## src/hw/rtl/ufe_pkg.sv

```systemverilog
// ----------------------------------------------------------------------------
// ufe_pkg: shared types, constants and microcode for the union-find engine
// Step numbers, datapath actions, jump conditions and the control store.
// ----------------------------------------------------------------------------
package ufe_pkg;

  localparam int NUM_ELEMENTS = 1024;
  localparam int ELEM_W       = 10;
  localparam int SIZE_W       = 11;
  localparam int PC_W         = 4;

  localparam logic [PC_W-1:0] STEP_CLR      = 4'd0;
  localparam logic [PC_W-1:0] STEP_IDLE     = 4'd1;
  localparam logic [PC_W-1:0] STEP_RANGE    = 4'd2;
  localparam logic [PC_W-1:0] STEP_FA_CHK   = 4'd3;
  localparam logic [PC_W-1:0] STEP_FA_HALF  = 4'd4;
  localparam logic [PC_W-1:0] STEP_FB_START = 4'd5;
  localparam logic [PC_W-1:0] STEP_FB_CHK   = 4'd6;
  localparam logic [PC_W-1:0] STEP_FB_HALF  = 4'd7;
  localparam logic [PC_W-1:0] STEP_DECIDE   = 4'd8;
  localparam logic [PC_W-1:0] STEP_SZ_A     = 4'd9;
  localparam logic [PC_W-1:0] STEP_MERGE    = 4'd10;
  localparam logic [PC_W-1:0] STEP_DONE     = 4'd11;

  typedef enum logic [3:0] {
    ACT_NOP,
    ACT_CLEAR,
    ACT_LOAD,
    ACT_RD_NODE,
    ACT_CHK,
    ACT_HALF,
    ACT_SAVE_A,
    ACT_SAVE_B,
    ACT_RD_SB,
    ACT_MERGE,
    ACT_EMIT
  } act_t;

  typedef enum logic [2:0] {
    COND_NONE,
    COND_ALWAYS,
    COND_WAIT_IN,
    COND_BAD,
    COND_ROOT,
    COND_NOMERGE,
    COND_CLR_BUSY
  } cond_t;

  typedef struct packed {
    act_t            act;
    cond_t           cond;
    logic [PC_W-1:0] tgt;
  } uword_t;

  typedef struct packed {
    logic is_root;
    logic bad;
    logic no_merge;
    logic clr_last;
  } status_t;

  function automatic uword_t ufe_ucode(input logic [PC_W-1:0] pc);
    uword_t w;
    case (pc)
      STEP_CLR:      w = '{ACT_CLEAR,   COND_CLR_BUSY, STEP_CLR};
      STEP_IDLE:     w = '{ACT_LOAD,    COND_WAIT_IN,  STEP_IDLE};
      STEP_RANGE:    w = '{ACT_RD_NODE, COND_BAD,      STEP_DONE};
      STEP_FA_CHK:   w = '{ACT_CHK,     COND_ROOT,     STEP_FB_START};
      STEP_FA_HALF:  w = '{ACT_HALF,    COND_ALWAYS,   STEP_FA_CHK};
      STEP_FB_START: w = '{ACT_SAVE_A,  COND_NONE,     STEP_IDLE};
      STEP_FB_CHK:   w = '{ACT_CHK,     COND_ROOT,     STEP_DECIDE};
      STEP_FB_HALF:  w = '{ACT_HALF,    COND_ALWAYS,   STEP_FB_CHK};
      STEP_DECIDE:   w = '{ACT_SAVE_B,  COND_NOMERGE,  STEP_DONE};
      STEP_SZ_A:     w = '{ACT_RD_SB,   COND_NONE,     STEP_IDLE};
      STEP_MERGE:    w = '{ACT_MERGE,   COND_NONE,     STEP_IDLE};
      STEP_DONE:     w = '{ACT_EMIT,    COND_ALWAYS,   STEP_IDLE};
      default:       w = '{ACT_NOP,     COND_ALWAYS,   STEP_IDLE};
    endcase
    return w;
  endfunction

endpackage

```

## src/hw/rtl/ufe_sequencer.sv

```systemverilog
// ----------------------------------------------------------------------------
// ufe_sequencer: step counter and control store
// Fetches one control word per cycle and branches on datapath status or on request acceptance.
// ----------------------------------------------------------------------------
module ufe_sequencer import ufe_pkg::*; (
  input  logic    clk,
  input  logic    rst_n,
  input  logic    in_acc,
  input  status_t status,
  output act_t    act
);

  logic [PC_W-1:0] pc_r;
  logic [PC_W-1:0] pc_nxt;
  uword_t          uw;
  logic            taken;

  assign uw  = ufe_ucode(pc_r);
  assign act = uw.act;

  always_comb begin
    case (uw.cond)
      COND_NONE:     taken = 1'b0;
      COND_ALWAYS:   taken = 1'b1;
      COND_WAIT_IN:  taken = !in_acc;
      COND_BAD:      taken = status.bad;
      COND_ROOT:     taken = status.is_root;
      COND_NOMERGE:  taken = status.no_merge;
      COND_CLR_BUSY: taken = !status.clr_last;
      default:       taken = 1'b1;
    endcase
    pc_nxt = taken ? uw.tgt : pc_r + 1'b1;
  end

  always_ff @(posedge clk) begin
    if (!rst_n) begin
      pc_r <= STEP_CLR;
    end else begin
      pc_r <= pc_nxt;
    end
  end

endmodule

```

## config.mk

```make
export PLATFORM = sky130hd
export DESIGN_NAME = ufe_sequencer
export DESIGN_NICKNAME = d
export VERILOG_FILES = /design/src/hw/rtl/ufe_pkg.sv /design/src/hw/rtl/ufe_sequencer.sv
export SDC_FILE = /design/constraint.sdc
export NUM_CORES = 1
export LEC_CHECK = 0
export BUFFER_PORTS_ARGS = -buffer_cell sky130_fd_sc_hd__buf_2
export CORE_MARGIN = 2
export CORE_UTILIZATION = 49
export DETAILED_ROUTE_END_ITERATION = 8
export GPL_ROUTABILITY_DRIVEN = 1
export PLACE_DENSITY = 0.7
export SETUP_SLACK_MARGIN = 0.5
export SYNTH_ARGS = -nofsm -noshare
export SYNTH_HDL_FRONTEND = slang
export SYNTH_SLANG_ARGS = --single-unit
```

## constraint.sdc

```tcl
create_clock -name clk -period 2.1 [get_ports clk]
set_input_delay 0.42 -clock clk [delete_from_list [all_inputs] [get_ports clk]]
set_output_delay 0.42 -clock clk [all_outputs]
set_load 0.02 [all_outputs]
```

==> impl_metrics.toml, run 1 <==
[synthesis]
ys_ff_latch = 15
async_flop_share = 0
netlist_area_um2 = 813
ys_types = 32
avgSynthCellArea_um2 = 9.35
synth_sequential_area_ratio = 0.369
synth_edf_count = 0
synth_nets = 101
yosysWarningCount = 0
synthFlopType = "dfxtp_1"
syn-instance-count = 87

[die]
dieArea_um2 = 2000
fp.dieW_um = 44.7
die_h_um = 44.7
io_pins = 11
start_util = 0.534
row_count = 14
coreArea_um2 = 1520

[detailed_routing]
routed_wl_um = 1930
avgRoutedWirePerCell_um = 15.1
via_per_inst = 5.63
vias = 720
ant_nets = 0
drc = 0
drt_pre_antenna_iters = 4
drt_iter0_drc = 9

[critical_path]
crit_slowest_cell = "dfxtp_2"
reg2reg_depth = 8
cp-start-kind = "register"
cpPeakStageDelay_ns = 0.35
r2r-start = "uw[6]$_DFF_P_"
crit_family = "compound AO/OA/AOI/OAI gates"
required_ns = 2.28
worstSetupPathType = "reg -> reg"
crit_buf_inv = 1
arrival_ns = 2.16
critPathCaptureType = "register"
r2r_slack_ns = 0.12
path_cells = "and4bb_2, a211oi_4, nor2_4, a21oi_2, nand2_2, buf_4, ha_4, o31a_1"
rr_endpoint = "uw[7]$_DFF_P_"
crit_fanout = 5

[global_route]
grt_first_pass_wirelength_um = 2990
grt_pass1_vias = 648
antenna_found_initial = 0
grt_max_degree = 9
gr-total-overflow = 0
grt.total_usage = 0.216

[sta]
period_needed_ns = 1.98
tightest_slew_ns = 0.457
hold_viol_final = 0
drv_slew = 0
setup_violations = 0
fin_setup_tns_ns = 0
post-route-period-util = 0.944
rsz0062_at_grt = "yes"
slew_headroom = 0.692
clock.fmax_ghz = 0.505
worst_slack_ns = 0.118
clock_skew_ns = 0.00770

[cells_and_area]
fillers = 113
multiInputGateArea_um2 = 562
design_area_um2 = 1120
area_growth_pct = 37.4
drive_gt1_frac = 0.491
n_antenna_cell = 0
final_nets = 127
regArea_um2 = 304
fin_cells = 128

[outcome]
status = "completed"

[placement]
place_ws_ns = -0.0442
dpl.cell_count = 116
place_hpwl_um = 1260
port_buffers = 10
dpl-instance-area_um2 = 936
place.gp.congestion = 0.747

[cts]
clk_latency_ns = 0.29
clk_path_buf_depth = 2
cts_root_buf = "clkbuf_4"
cts_buffers = 3
clock_sinks = 15
htreeDepth = 1
clkTransAtPathRegs_ns = 0.09
cts_tree = "yes"

[worst_hold_path]
whs_endpoint = "pc_r[0]$_SDFF_PN0_"
worstHoldPathType = "in -> reg"
hp-start = "rst_n"
min_path_cells = 2

[pwr]
p_total_w = 0.00177
p_per_area_nw_per_um2 = 1590
ir_drop_v = 0.00119
leakagePower_nw = 0.474

[flow_run]
drv_cap = 0
flip-flops by register name, indices dropped and copies added (netlist names):
name	flops
uw	11
pc_r	4
layout by cell type (no fill, tap or decap), drive strengths merged, types with 4 or more instances in the layout:
master,Yosys,final
nor2,5,5
clkbuf,0,4
ha,7,7
mux2i,5,5
inv,4,4
buf,5,26
o21ai,9,9
a21oi,6,6
dfxtp,15,15
nand2,4,4
cell type report:
cell class	instances	area share
tap	16	0.0179
multi-input combinational	62	0.503
clock buffer	4	0.0235
inverter	5	0.0213
sequential	15	0.272
timing repair buffer	26	0.162
metrics by stage:
step / util / hold WS (ns)
after detailed placement: 0.614 / 0.525
after CTS: 0.697 / 0.448
final: 0.733 / 0.448
after floorplan: - / 0.504
after global placement: 0.614 / 0.532
after global routing: 0.733 / 0.465
layer usage:
| layer | up-vias | share of wire | global-route usage |
|---|---|---|---|
| met5 | - | 0 | 0 |
| met2 | 20 | 0.54 | 0.371 |
| met4 | 0 | 0.012 | 0.0909 |
| met3 | 4 | 0.051 | 0.0280 |
| li1 | 357 | - | - |
| met1 | 339 | 0.40 | 0.270 |
cell usage after synthesis, types with 2 or more instances:
cell type / instances / area share
a2bb2oi_1: 2 / 0.022
o21ai_1: 2 / 0.012
inv_1: 4 / 0.018
a211oi_1: 2 / 0.018
nand2_1: 4 / 0.018
nor2_1: 4 / 0.018
a21oi_1: 6 / 0.037
and3b_1: 2 / 0.022
ha_1: 7 / 0.11
nand3_1: 2 / 0.012
buf_4: 4 / 0.037
and2_1: 3 / 0.023
mux2i_1: 5 / 0.062
nand2b_1: 2 / 0.015
o21ai_0: 7 / 0.043
dfxtp_1: 15 / 0.37
power breakdown:
group / switching [W] / internal, W
clock: 0.0000951 / 0.0000739
combinational: 0.000559 / 0.000561
sequential: 0.0000771 / 0.000408
total: 0.000731 / 0.00104
cell families (layout without fill, tap and decap cells):
family,after synthesis,count (layout),share of synthesized area
adders and majority gates,7,7,0.108
buffers and inverters,10,35,0.0723
xor gates and xnor gates,1,1,0.0108
AOI/OAI and AO/OA,25,25,0.195
DFF,15,15,0.369
and+or+nand+nor,23,23,0.165
muxes,6,6,0.0800
how the worst max path moves through the flow:
| stage | from | to | slack (ns) | cells after the start |
|---|---|---|---|---|
| CTS | uw[4]$_DFF_P_ | uw[8]$_DFF_P_ | 0.13 | 10 |
| global placement | status[1] | uw[1]$_DFF_P_ | -0.03 | 10 |
| global route | uw[6]$_DFF_P_ | uw[1]$_DFF_P_ | 0.03 | 9 |
| finish | uw[6]$_DFF_P_ | uw[7]$_DFF_P_ | 0.12 | 8 |
| floorplan | status[1] | uw[1]$_DFF_P_ | 0.17 | 9 |
| detailed placement | status[2] | uw[1]$_DFF_P_ | -0.04 | 11 |
timing repair:
| item | CTS | global route |
|---|---|---|
| buffers inserted | 4 | 4 |
| hold buffers | 0 | 0 |
| endpoints found under the hold margin | 0 | 0 |
| pin swaps | 6 | 11 |
| resized for setup | 18 | 7 |
| setup endpoints to repair | 14 | 14 |
Power figures use the tool's default switching activity.
==> run 2, diff against run 1 <==
--- a/config.mk
+++ b/config.mk
@@ -6,11 +6,12 @@
 export NUM_CORES = 1
 export LEC_CHECK = 0
 export BUFFER_PORTS_ARGS = -buffer_cell sky130_fd_sc_hd__buf_2
+export CORE_ASPECT_RATIO = 1.5
 export CORE_MARGIN = 2
-export CORE_UTILIZATION = 49
+export CORE_UTILIZATION = 34
 export DETAILED_ROUTE_END_ITERATION = 8
 export GPL_ROUTABILITY_DRIVEN = 1
-export PLACE_DENSITY = 0.7
+export PLACE_DENSITY = 0.52
 export SETUP_SLACK_MARGIN = 0.5
 export SYNTH_ARGS = -nofsm -noshare
 export SYNTH_HDL_FRONTEND = slang
==> run 2 against run 1 <==
- combinational power is essentially flat
- sequential share of layout area increased by 0.17 points
- sequential cell count stayed put
- die area is 40% higher
- global-route usage shrank 7.3 points
- clock skew fell by 0.0065 ns
- critical path type unchanged
==> impl_metrics.toml, run 2 (synthesis results as in run 1) <==
[global_route]
antenna_found_initial = 0
grt_max_degree = 9
grt.total_usage = 0.143
grt_pass1_vias = 666
gr-total-overflow = 0
grt_first_pass_wirelength_um = 2930

[cells_and_area]
design_area_um2 = 1130
fin_cells = 137
drive_gt1_frac = 0.500
final_nets = 129
area_growth_pct = 38.8
fillers = 211
mostFrequentLayoutCell = "buf_4"
n_antenna_cell = 0
utilization = 0.499
largest_reg_flops = 11
layout_common_cells = "buf_4 (16), dfxtp_1 (12), buf_2 (10)"

[sta]
post-route-period-util = 0.927
slew_headroom = 0.821
rsz0062_at_grt = "yes"
fin_setup_tns_ns = 0
tightest_slew_ns = 0.267
setup_violations = 0
drv_slew = 0
period_needed_ns = 1.95
hold_viol_final = 0
worst_hold_slack_ns = 0.447
clock_skew_ns = 0.00118
clock.fmax_ghz = 0.514

[critical_path]
crit_family = "simple AND/OR/NAND/NOR gates"
worstSetupPathType = "reg -> reg"
r2r_slack_ns = 0.15
path_cells = "mux2i_2, and3b_2, buf_6, nor2_4, nor2_2, a21oi_2, nand2_2, buf_4, ha_4, o31a_1"
arrival_ns = 2.13
critPathCaptureType = "register"
crit_slowest_cell = "dfxtp_4"
path_depth = 10
rr_endpoint = "uw[7]$_DFF_P_"
cp-start-kind = "register"
cpPeakStageDelay_ns = 0.37
crit_fanout = 5
reg2reg_depth = 10
required_ns = 2.28
crit_buf_inv = 2
r2r-start = "uw[6]$_DFF_P_"

[detailed_routing]
vias = 683
drc = 0
via_per_inst = 4.99
avgRoutedWirePerCell_um = 12.4
drt_pre_antenna_iters = 4
ant_nets = 0
routed_wl_um = 1690
drt_iter0_drc = 8

[worst_hold_path]
min_path_cells = 2
whs_endpoint = "pc_r[0]$_SDFF_PN0_"
worstHoldPathType = "in -> reg"
hp-start = "rst_n"

[placement]
place.gp.congestion = 0.831
place_hpwl_um = 1280
dpl-instance-area_um2 = 952
port_buffers = 10
dpl.cell_count = 124

[die]
start_util = 0.360
coreArea_um2 = 2260
io_pins = 11
dieArea_um2 = 2810
row_count = 21
die_h_um = 63.9
fp.dieW_um = 43.9

[cts]
clk_path_buf_depth = 2
htreeDepth = 1
cts_root_buf = "clkbuf_4"
clkTransAtPathRegs_ns = 0.08
cts_buffers = 3
cts_tree = "yes"
clk_latency_ns = 0.29
clock_sinks = 15

[pwr]
power_frac_clock = 0.093
p_per_area_nw_per_um2 = 1570
pwr-share-comb = 0.630
switching_share = 0.389
leakagePower_nw = 0.486
switchingPower_w = 0.000689
p_int_w = 0.00108
sequentialPowerShare = 0.277
ir_drop_v = 0.000529

[outcome]
status = "completed"

[flow_run]
drv_cap = 0
==> run 2: per-stage QoR <==
stage / total power (W) / setup slack [ns]
3_3_place_gp: 0.00136 / -0.107
6_report: 0.00177 / 0.153
2_1_floorplan: 0.00111 / 0.172
5_1_grt: 0.00193 / 0.0444
4_1_cts: 0.00169 / 0.148
3_5_place_dp: 0.00136 / -0.0872
==> run 2: cell type report <==
class / count / area (um^2) / share of cell area
inverters: 5 / 23.8 / 0.0211
clock buffers: 4 / 26.3 / 0.0233
flip-flops and latches: 15 / 309 / 0.274
repair buffers: 28 / 193 / 0.171
multi-input cells: 62 / 548 / 0.486
well taps: 23 / 28.8 / 0.0255
==> run 2: power by group through the flow <==
stage                     Clock, W  Sequential, W  Combinational [W]
after floorplan                  0       0.000464           0.000642
after global placement           0       0.000476           0.000882
after detailed placement         0       0.000481           0.000883
after CTS                 0.000174       0.000482            0.00103
after global routing      0.000181       0.000508            0.00124
final                     0.000165       0.000491            0.00112
==> run 2: per-layer routing <==
layer	GRT usage	vias to the layer above	part of all wire
li1	-	357	-
met1	0.173	315	0.43
met2	0.224	6	0.52
met3	0.0169	5	0.013
met4	0.102	0	0.037
met5	0	-	0
==> run 2: worst max path at each step <==
stage	slack [ns]	to	start
global placement	-0.11	uw[6]$_DFF_P_	status[1]
detailed placement	-0.09	uw[6]$_DFF_P_	status[1]
global route	0.04	uw[1]$_DFF_P_	uw[6]$_DFF_P_
finish	0.15	uw[7]$_DFF_P_	uw[6]$_DFF_P_
floorplan	0.17	uw[1]$_DFF_P_	status[1]
CTS	0.15	uw[6]$_DFF_P_	uw[6]$_DFF_P_
==> run 2: timing repair <==
action	in CTS	in global routing
hold endpoints to repair	0	0
endpoints found under the setup margin	13	13
setup buffers	6	3
hold buffers	0	0
pin swaps	9	10
gates resized for setup	13	10
==> run 2: worst register-to-register path: cells and delay by family (launching register included) <==
family	cells	cell delay, ns
muxes	1	0.15
DFF	1	0.37
buffers and inverters	2	0.28
adders and majority gates	1	0.17
AOI/OAI and AO/OA	2	0.40
and+or+nand+nor	4	0.49
